--- config.mk ---
export PLATFORM = sky130hd
export DESIGN_NAME = magic_word_length_deframer
export DESIGN_NICKNAME = d
export VERILOG_FILES = /design/src/rtl/mwld_pkg.sv /design/src/rtl/magic_word_length_deframer.sv
export SDC_FILE = /design/constraint.sdc
export NUM_CORES = 1
export LEC_CHECK = 0
export BUFFER_PORTS_ARGS = -buffer_cell sky130_fd_sc_hd__buf_2
export CORE_MARGIN = 2
export CORE_UTILIZATION = 42
export CTS_BUF_LIST = sky130_fd_sc_hd__clkbuf_16
export CTS_CLUSTER_SIZE = 8
export DETAILED_ROUTE_END_ITERATION = 10
export PLACE_DENSITY = 0.59
export SETUP_SLACK_MARGIN = 0.5
export SLEW_MARGIN = 25
export SYNTH_ARGS = -nofsm -noshare
export SYNTH_HDL_FRONTEND = slang
export SYNTH_SLANG_ARGS = --single-unit
--- constraint.sdc ---
create_clock -name i_clk -period 8.2 [get_ports i_clk]
set_clock_uncertainty 0.1 [all_clocks]
set_input_delay 0.41 -clock i_clk [delete_from_list [all_inputs] [get_ports i_clk]]
set_output_delay 0.41 -clock i_clk [all_outputs]
set_load 0.005 [all_outputs]
--- src/rtl/mwld_pkg.sv ---
// ----------------------------------------------------------------------------
// mwld_pkg
// Shared types and constants for the magic-word, length-prefixed deframer.
// ----------------------------------------------------------------------------
package mwld_pkg;

    // Default and upper bound of the sync pattern size in bytes
    localparam int MAX_PATTERN_BYTES_DEF = 8;

    // Configuration register indexes
    localparam int CFG_IDX_W = 1;
    localparam logic [CFG_IDX_W-1:0] CFG_MAGIC_PATTERN = 1'b0;
    localparam logic [CFG_IDX_W-1:0] CFG_MAGIC_LENGTH  = 1'b1;

    // Configuration data port width (widest register)
    localparam int CFG_DATA_W = 64;

    // Deframer phase
    typedef enum logic [1:0] {
        PH_HUNT    = 2'd0,
        PH_LENGTH  = 2'd1,
        PH_PAYLOAD = 2'd2,
        PH_DRAIN   = 2'd3
    } t_phase;

    // Result kind codes
    typedef enum logic [2:0] {
        K_PAYLOAD = 3'd0,
        K_EMPTY   = 3'd1,
        K_NOPAT   = 3'd2,
        K_NEG     = 3'd3,
        K_CUT     = 3'd4
    } t_kind;

    // One result item
    typedef struct packed {
        logic [7:0] payload_byte;
        t_kind      result_kind;
        logic       payload_last;
    } t_result;

endpackage

--- src/rtl/magic_word_length_deframer.sv ---
// ----------------------------------------------------------------------------
// magic_word_length_deframer
// Hunts for a sync pattern, gathers a 4-byte little-endian signed length and
// passes that many payload bytes, reporting empty, missing, negative and cut
// messages. Bytes after a message are dropped until the end of the buffer.
// ----------------------------------------------------------------------------
// Output: a result is registered in the output register, or in the skid
//   register when the output register is full and stalled.
// Throughput: one item per cycle while the skid register is empty; a two-entry
//   output buffer (output plus skid register) lets input run until it fills.
// Reset: synchronous active-low; returns to pattern hunt, pattern = 0,
//   pattern length = 1, output buffer empty.
module magic_word_length_deframer
    import mwld_pkg::*;
#(
    parameter int MAX_PATTERN_BYTES = MAX_PATTERN_BYTES_DEF
) (
    input  logic                  i_clk,
    input  logic                  i_rst_n,
    // configuration write port
    input  logic                  i_cfg_we,
    input  logic [CFG_IDX_W-1:0]  i_cfg_index,
    input  logic [CFG_DATA_W-1:0] i_cfg_data,
    // input channel
    input  logic                  i_in_valid,
    output logic                  o_in_stall,
    input  logic [7:0]            i_data_byte,
    input  logic                  i_end_of_buffer,
    // output channel
    output logic                  o_out_valid,
    input  logic                  i_out_stall,
    output logic [7:0]            o_payload_byte,
    output logic [2:0]            o_result_kind,
    output logic                  o_payload_last
);

    localparam int CntW = $clog2(MAX_PATTERN_BYTES + 1);
    localparam int IdxW = (MAX_PATTERN_BYTES > 1) ? $clog2(MAX_PATTERN_BYTES) : 1;
    localparam int PatW = 8 * MAX_PATTERN_BYTES;

    // configuration registers
    logic [MAX_PATTERN_BYTES-1:0][7:0] r_pattern;
    logic [CntW-1:0]                   r_eff_len;
    logic [3:0]                        cfg_len;

    // deframer state
    t_phase          r_phase, n_phase;
    logic [CntW-1:0] r_match, n_match;
    logic [31:0]     r_gather, n_gather;
    logic [1:0]      r_seen, n_seen;
    logic [30:0]     r_remain, n_remain;

    // output buffer
    logic    r_out_valid, r_skid_valid;
    t_result r_out, r_skid;

    logic        in_acc, out_take;
    logic        res_valid;
    t_result     res;
    logic [7:0]  pat_byte;
    logic [31:0] gather_new;
    logic [30:0] remain_dec;

    assign in_acc   = i_in_valid && !o_in_stall;
    assign out_take = r_out_valid && !i_out_stall;

    // Write configuration; clamp pattern length into 1..MAX
    assign cfg_len = i_cfg_data[3:0];

    always_ff @(posedge i_clk) begin
        if (!i_rst_n) begin
            r_pattern <= '0;
            r_eff_len <= CntW'(1);
        end else if (i_cfg_we) begin
            unique case (i_cfg_index)
                CFG_MAGIC_PATTERN: r_pattern <= i_cfg_data[PatW-1:0];
                CFG_MAGIC_LENGTH: begin
                    if (cfg_len == 4'd0) begin
                        r_eff_len <= CntW'(1);
                    end else if (cfg_len > 4'(MAX_PATTERN_BYTES)) begin
                        r_eff_len <= CntW'(MAX_PATTERN_BYTES);
                    end else begin
                        r_eff_len <= CntW'(cfg_len);
                    end
                end
            endcase
        end
    end

    // Datapath helpers
    assign pat_byte   = r_pattern[r_match[IdxW-1:0]];
    assign gather_new = r_gather | (32'(i_data_byte) << {r_seen, 3'b000});
    assign remain_dec = r_remain - 31'd1;

    // Next state and result for one accepted item
    always_comb begin
        n_phase   = r_phase;
        n_match   = r_match;
        n_gather  = r_gather;
        n_seen    = r_seen;
        n_remain  = r_remain;
        res_valid = 1'b0;
        res       = '{payload_byte: 8'd0, result_kind: K_PAYLOAD, payload_last: 1'b0};

        if (in_acc) begin
            unique case (r_phase) inside
                PH_HUNT, PH_LENGTH: begin
                    if (r_phase == PH_HUNT && r_match < r_eff_len) begin
                        // compare against the next pattern byte; restart on mismatch
                        if (i_data_byte == pat_byte) begin
                            n_match = CntW'(r_match + 1'b1);
                        end else begin
                            n_match = '0;
                        end
                        if (i_end_of_buffer) begin
                            res_valid = 1'b1;
                            res.result_kind  = K_NOPAT;
                            res.payload_last = 1'b1;
                        end
                    end else begin
                        // gather one length byte
                        n_phase  = PH_LENGTH;
                        n_gather = gather_new;
                        if (r_seen != 2'd3) begin
                            n_seen = r_seen + 2'd1;
                            if (i_end_of_buffer) begin
                                res_valid = 1'b1;
                                res.result_kind  = K_NOPAT;
                                res.payload_last = 1'b1;
                            end
                        end else begin
                            n_seen = 2'd0;
                            if (gather_new[31]) begin
                                res_valid = 1'b1;
                                res.result_kind  = K_NEG;
                                res.payload_last = 1'b1;
                                n_phase = PH_DRAIN;
                            end else if (gather_new == 32'd0) begin
                                res_valid = 1'b1;
                                res.result_kind  = K_EMPTY;
                                res.payload_last = 1'b1;
                                n_phase = PH_DRAIN;
                            end else begin
                                n_remain = gather_new[30:0];
                                n_phase  = PH_PAYLOAD;
                                if (i_end_of_buffer) begin
                                    res_valid = 1'b1;
                                    res.result_kind  = K_CUT;
                                    res.payload_last = 1'b1;
                                end
                            end
                        end
                    end
                end
                PH_PAYLOAD: begin
                    // pass the byte and count down
                    n_remain  = remain_dec;
                    res_valid = 1'b1;
                    res.payload_byte = i_data_byte;
                    if (remain_dec == 31'd0) begin
                        res.payload_last = 1'b1;
                        n_phase = PH_DRAIN;
                    end else if (i_end_of_buffer) begin
                        res.result_kind  = K_CUT;
                        res.payload_last = 1'b1;
                    end
                end
                PH_DRAIN: begin
                    // drop bytes until the end of the buffer
                end
            endcase

            // rearm at the end of every buffer
            if (i_end_of_buffer) begin
                n_phase  = PH_HUNT;
                n_match  = '0;
                n_gather = '0;
                n_seen   = '0;
                n_remain = '0;
            end
        end
    end

    // State registers
    always_ff @(posedge i_clk) begin
        if (!i_rst_n) begin
            r_phase  <= PH_HUNT;
            r_match  <= '0;
            r_gather <= '0;
            r_seen   <= '0;
            r_remain <= '0;
        end else begin
            r_phase  <= n_phase;
            r_match  <= n_match;
            r_gather <= n_gather;
            r_seen   <= n_seen;
            r_remain <= n_remain;
        end
    end

    // Output register with skid stage
    always_ff @(posedge i_clk) begin
        if (!i_rst_n) begin
            r_out_valid  <= 1'b0;
            r_skid_valid <= 1'b0;
        end else if (r_skid_valid) begin
            if (out_take) begin
                r_out        <= r_skid;
                r_skid_valid <= 1'b0;
            end
        end else if (res_valid) begin
            if (!r_out_valid || out_take) begin
                r_out       <= res;
                r_out_valid <= 1'b1;
            end else begin
                r_skid       <= res;
                r_skid_valid <= 1'b1;
            end
        end else if (out_take) begin
            r_out_valid <= 1'b0;
        end
    end

    assign o_in_stall     = r_skid_valid;
    assign o_out_valid    = r_out_valid;
    assign o_payload_byte = r_out.payload_byte;
    assign o_result_kind  = r_out.result_kind;
    assign o_payload_last = r_out.payload_last;

    // Skid entry only exists behind a full output register
    a_skid_behind_out: assert property (@(posedge i_clk) disable iff (!i_rst_n)
        r_skid_valid |-> r_out_valid)
        else $error("skid register full while output register empty");

    // Status results always close a message
    a_status_last: assert property (@(posedge i_clk) disable iff (!i_rst_n)
        (o_out_valid && o_result_kind != K_PAYLOAD) |-> o_payload_last)
        else $error("status result without last flag");

    // Status-only kinds carry a zero byte
    a_status_zero: assert property (@(posedge i_clk) disable iff (!i_rst_n)
        (o_out_valid && (o_result_kind == K_EMPTY || o_result_kind == K_NOPAT ||
                         o_result_kind == K_NEG)) |-> (o_payload_byte == 8'd0))
        else $error("status-only result with nonzero byte");

    // End of buffer rearms the deframer
    a_rearm: assert property (@(posedge i_clk) disable iff (!i_rst_n)
        (in_acc && i_end_of_buffer) |=>
            (r_phase == PH_HUNT && r_match == '0 && r_seen == 2'd0 && r_gather == 32'd0))
        else $error("deframer not rearmed after end of buffer");

    // Payload phase always has bytes left to pass
    a_payload_count: assert property (@(posedge i_clk) disable iff (!i_rst_n)
        (r_phase == PH_PAYLOAD) |-> (r_remain != 31'd0))
        else $error("payload phase with zero remaining count");

endmodule
# Yosys cells after proc, flatten, opt, wreduce, memory -nomap -nowiden
# Index checks and enable logic that the tools add are counted.
[op_classes] n_eq_ne=12 n_lt_le_gt_ge=3 bitwise_logic=4 muxes=57 add_sub_neg=3 reduce_logical=27 shifts=1
[ops] op="$mux W31" n=5
[ops] op="$mux W32" n=3
[ops] op="$pmux W31 S2" n=1
[ops] op="$mux W12" n=5
[ops] op="$mux W4" n=11
[ops] op="$logic_not A32 Y1" n=1
[ops] op="$or A32 B32 Y32" n=1
[ops] op="$shl A8 B5 Y32" n=1
[ops] op="$logic_not A31 Y1" n=1
[ops] op="$sub A31 B1 Y31 const B" n=1
[ops] op="$bmux W8 S3" n=1
[ops] op="$mux W1" n=16
[ops] op="$mux W2" n=8
[ops] op="$mux W8" n=2
[ops] op="$ne A3 B3 Y1 const B" n=4
[ops] op="$reduce_and A4 Y1" n=3
[ops] op="$reduce_bool A2 Y1" n=5
[ops] op="$reduce_and A3 Y1" n=3
[ops] op="$eq A8 B8 Y1" n=1
[ops] op="$pmux W4 S2" n=1
[ops] op="$mux W3" n=2
[ops] op="$reduce_and A6 Y1" n=1
[ops] op="$add A4 B1 Y4 const B" n=1
[ops] op="$gt A4 B4 Y1 const B" n=1
[ops] op="19 further kinds" n=28
[totals] register_bits=165 inputBits=79

# Logic depth before layout (Yosys ltp)
[logic_depth] depth_word=12 depth_mapped=11 ltp_nobuf=9

# Worst setup path after synthesis
# OpenSTA, ideal clock, no wires.
[synth_timing] kind="register -> register" start="register r_seen[0]" end="register r_skid[0] (netlist name) (enable)" setup_ps=399 path_buffers=2 stages_incl_launch_ff=9 synth_period_minus_slack_ps=3436 setup_slack_ps=4764 t_required_ps=7701 arrival_ps=2937 cell_sequence="dfxtp_1 > clkbuf_1 > clkbuf_1 > a211oi_1 > nor4_1 > a31oi_1 > nor3_1 > nor2_1 > nor3b_1"
[synth_between] elab_chain_cells=10
[synth_rtl] element="start: declaration" line="magic_word_length_deframer.sv:50" rtl="logic [1:0] r_seen, n_seen;"
[synth_rtl] element="start signal: assignment" line="magic_word_length_deframer.sv:196" rtl="r_seen <= n_seen;"
[synth_rtl] element="$shl A8 B5 Y32" line="magic_word_length_deframer.sv:92" rtl="assign gather_new = r_gather | (32'(i_data_byte) << {r_seen, 3'b000});"
[synth_rtl] element="$or A32 B32 Y32" line="magic_word_length_deframer.sv:92"
[synth_rtl] element="$logic_not A32 Y1" line="magic_word_length_deframer.sv:138" rtl="end else if (gather_new == 32'd0) begin"
[synth_rtl] element="$mux W1" line="magic_word_length_deframer.sv:138"
[synth_rtl] element="$mux W1" line="magic_word_length_deframer.sv:133" rtl="if (gather_new[31]) begin"
[synth_rtl] element="$mux W1 *" line="magic_word_length_deframer.sv:124" rtl="if (r_seen != 2'd3) begin"
[synth_rtl] element="$mux W1 *" line="magic_word_length_deframer.sv:108" rtl="if (r_phase == PH_HUNT && r_match < r_eff_len) begin"
[synth_rtl] element="$pmux W1 S2 *" line="magic_word_length_deframer.sv:106" rtl="unique case (r_phase) inside"
[synth_rtl] element="$mux W1 *" line="magic_word_length_deframer.sv:105" rtl="if (in_acc) begin"
[synth_rtl] element="$reduce_and A4 Y1 (no line) *"
[synth_rtl] element="end signal: assignment" line="magic_word_length_deframer.sv:216" rtl="r_skid <= res;"
[synth_rtl] element="end: declaration" line="magic_word_length_deframer.sv:55" rtl="t_result r_out, r_skid;"
# Every way passes the cells marked *; elsewhere a longest branch is shown, timed or not.
# A chain may end at the register's enable or synchronous reset.

# Final worst setup path
[layout_timing] start="register r_remain[0]" end="register r_out, in the netlist o_result_kind[2], data pin"
[layout_between] elab_chain_cells=8
[layout_rtl] element="start: declaration" line="magic_word_length_deframer.sv:51" rtl="logic [30:0] r_remain, n_remain;"
[layout_rtl] element="start signal: assignment" line="magic_word_length_deframer.sv:197" rtl="r_remain <= n_remain;"
[layout_rtl] element="$sub A31 B1 Y31" line="magic_word_length_deframer.sv:93" rtl="assign remain_dec = r_remain - 31'd1;"
[layout_rtl] element="$logic_not A31 Y1" line="magic_word_length_deframer.sv:160" rtl="if (remain_dec == 31'd0) begin"
[layout_rtl] element="$mux W3" line="magic_word_length_deframer.sv:160"
[layout_rtl] element="$pmux W4 S2" line="magic_word_length_deframer.sv:106"
[layout_rtl] element="$mux W12" line="magic_word_length_deframer.sv:105"
[layout_rtl] element="$mux W12" line="magic_word_length_deframer.sv:212" rtl="if (!r_out_valid || out_take) begin"
[layout_rtl] element="$mux W12" line="magic_word_length_deframer.sv:211" rtl="end else if (res_valid) begin"
[layout_rtl] element="$mux W12" line="magic_word_length_deframer.sv:206" rtl="end else if (r_skid_valid) begin"
[layout_rtl] element="end signal: assignment" line="magic_word_length_deframer.sv:208" rtl="r_out <= r_skid;"
[layout_rtl] element="end signal: assignment" line="magic_word_length_deframer.sv:213" rtl="r_out <= res;"
[layout_rtl] element="end: declaration" line="magic_word_length_deframer.sv:55"
# Every way passes these cells. The select of a mux whose other input is x is not followed.

==> results.ini <==
[floorplan]
rows = 52
start_util = 0.425
core_area_sq_mm = 0.0202
dieWidth_um = 147
pin_count = 93
die-area_sq_mm = 0.0216
die_y_um = 147

[global_routing]
top_usage_layer = met2
antenna_found_initial = 0
grt_pass1_vias = 6796
use_met2 = 0.327
grt_use_met3 = 0.0366
grt.overflow.total = 0
grt_max_degree = 100
grt_usage = 0.213
grt_use_met1 = 0.311
grt_first_pass_wirelength_mm = 37.0

[sta]
hold-worst-slack_ns = 0.125
slew_viol_final = 0
tightest_slew_ns = 0.931
setup_viol = 0
post-route-period-util = 0.443
fmax_mhz = 275
fin_tns_setup_ns = 0
period_needed_ns = 3.64
rsz0062_at_grt = false
max-slew-margin-rel = 0.374
finalHoldViolations = 0

[yosys]
yosys_warnings = 0
synth-edff-count = 24
syn_area_sq_mm = 0.00858
synth_fp_nets = 1071
yosysSeqAreaShare = 0.413
synth-seq-cells = 165
synth_ff_type = dfxtp_1
yosysUniqueCellTypes = 70
syn_inst = 985
synth_async_sr_flop_share = 0
syn_avg_cell_area_sq_um = 8.71

[setup_path]
crit_arrival_ns = 3.69
cp-end-kind = flop
required_ns = 8.25
critPathLaunchType = flop
path_max_fanout = 9
crit_type = flop to flop

[pwr]
p_per_area_mw_per_mm2 = 198
p_seq_frac = 0.448
pwr-share-comb = 0.122
p_sw_uw = 524
vdd_drop_max_uv = 128
finalPower_uw = 1930
p_int_uw = 1410
swShare = 0.271
clockPowerShare = 0.430
p_leak_uw = 0.00361

[cts]
clock_path_buffers = 2
clk_pin_slew_ns = 0.07
cts_made_buffers = 17
cts_hold_buf = 0
h-tree-depth = 4
ctsResizeCount = 0
cts_root_buffer = clkbuf_16
clkSinkCount = 165
tritoncts = done
post_cts_buffers = 0
clk_latency_ns = 0.43

[cells_and_area]
layout.nets = 1108
antennaDiodeCount = 0
drive_gt1_frac = 0.178
area.growth.synth_to_final_pct = 13.8
fin_util = 0.484

[job]
cap_violations = 0

[route]
vias = 7405
routedWlPerCell_um = 17.7
viasPerCell = 5.67
totalWireLength_mm = 23.1
drc = 0
dr.pass1.iters = 5
first_iter_violations = 519
antenna_left = 0

[min_path]
hold_path.class = input port to flop

[placement]
routabilityCongestion = 0.831
io_buffer_count = 92
hpwl_mm = 15.5

[outcome]
status = completed

[cell usage in the layout (no fill, tap or decap), types with 7 or more instances in the layout]
| cell | instances |
|---|---|
| nor3_1 | 25 |
| nor2_1 | 46 |
| and3_1 | 10 |
| a22oi_1 | 31 |
| a211oi_1 | 30 |
| or4_1 | 10 |
| edfxtp_1 | 24 |
| nand2b_1 | 7 |
| mux2_2 | 9 |
| dfxtp_1 | 141 |
| mux4_2 | 9 |
| xor2_1 | 10 |
| nand3_1 | 17 |
| inv_1 | 14 |
| o21ai_0 | 23 |
| o221a_2 | 11 |
| a21boi_0 | 71 |
| buf_4 | 11 |
| a21oi_1 | 33 |
| nor4_1 | 21 |
| buf_2 | 91 |
| mux2i_1 | 13 |
| nand2_1 | 159 |
| a21o_1 | 14 |
| clkbuf_16 | 17 |
| or3_1 | 11 |
| ha_1 | 7 |
| a311oi_1 | 8 |
| nor2b_1 | 44 |
[stage by stage]
stage / area, sq um / setup slack [ns] / cells
finish: 9760 / 4.56 / 1305
global route: 9760 / 4.34 / 1305
global placement: 9140 / 4.49 / 1273
detailed placement: 9150 / 4.63 / 1273
floorplan: 8580 / 4.76 / 985
CTS: 9750 / 4.61 / 1305
[critical path: stages (launching register included)]
cell and delay, ns:
dfxtp_1 0.37, inv_1 0.10, ha_1 0.20, or3b_2 0.56, or4b_2 0.64, a211oi_1 0.21
o221ai_1 0.16, nor4b_1 0.55, and4_1 0.36, o311ai_1 0.10
[cell type report]
| cell class | count | area (sq um) |
|---|---|---|
| multi-input combinational | 722 | 4680 |
| inverter | 14 | 52.6 |
| clock inverter | 15 | 183 |
| fill | 1969 | 10400 |
| sequential | 165 | 3540 |
| clock buffer | 17 | 425 |
| tap | 270 | 338 |
| timing repair buffer | 102 | 538 |
[power groups by stage]
stage                     logic, uW  registers (uW)  clock network (uW)
after floorplan                 173             875                   0
after global placement          233             883                   0
after detailed placement        234             884                   0
after CTS                       235             865                 846
after global routing            264             869                 879
final                           236             866                 831
[state kept, by name (all words and copies together) (netlist names), 2 cells and up]
name,cells
r_pattern,64
r_gather,32
r_remain,31
r_skid,12
o_payload_byte,8
r_eff_len,4
r_match,4
o_result_kind,3
r_phase,2
r_seen,2
[cells by family after synthesis]
kind of cell             Yosys count  synth area share
buffers and inverters             98            0.0460
AND/OR/NAND/NOR                  387             0.225
adder cells (fa/ha/maj)            7            0.0102
multiplexers                      31            0.0506
AO/OA/AOI/OAI                    282             0.240
flip-flops                       165             0.413
XOR/XNOR                          15            0.0153
[cells in the mapped netlist (4+ instances only)]
cell type | number | share of area
nor3_1 | 25 | 0.015
or4_1 | 10 | 0.0088
or3_1 | 11 | 0.0080
and3_1 | 10 | 0.0073
o221a_2 | 11 | 0.014
buf_1 | 6 | 0.0026
a211oi_1 | 30 | 0.026
mux4_2 | 9 | 0.024
inv_1 | 14 | 0.0061
o211ai_1 | 5 | 0.0044
mux2_2 | 9 | 0.012
a21o_1 | 14 | 0.012
mux2i_1 | 13 | 0.015
nor2_1 | 47 | 0.021
xnor2_1 | 5 | 0.0051
a21oi_1 | 34 | 0.020
a31oi_1 | 6 | 0.0044
o31ai_1 | 4 | 0.0035
nand3_1 | 17 | 0.0099
ha_1 | 7 | 0.010
edfxtp_1 | 24 | 0.084
nand2_1 | 160 | 0.070
nand2b_1 | 8 | 0.0058
o22ai_1 | 6 | 0.0044
nor3b_1 | 4 | 0.0035
a21boi_0 | 71 | 0.062
or2_2 | 4 | 0.0029
a311oi_1 | 8 | 0.0082
clkbuf_1 | 72 | 0.032
dfxtp_1 | 141 | 0.33
nor4_1 | 22 | 0.016
o21ai_0 | 23 | 0.013
a22oi_1 | 31 | 0.027
nor2b_1 | 45 | 0.033
nand4_1 | 5 | 0.0036
xor2_1 | 10 | 0.010
[worst paths after layout]
check,startpoint,to,slack [ns],cells past startpoint
worst max-delay path,r_remain[0],o_result_kind[2],4.56,9
worst min-delay path,i_cfg_data[62],r_pattern[62],0.13,3
worst max register to register,r_remain[0],o_result_kind[2],4.56,9
worst min register to register,r_pattern[37],r_pattern[37],0.36,2
[routing by layer]
metal | wire, um | part of all wire
met5 | 0 | 0
met4 | 301 | 0.013
met3 | 1130 | 0.049
met2 | 10400 | 0.45
met1 | 11300 | 0.49
No activity file was read; power rests on OpenSTA's default activity.
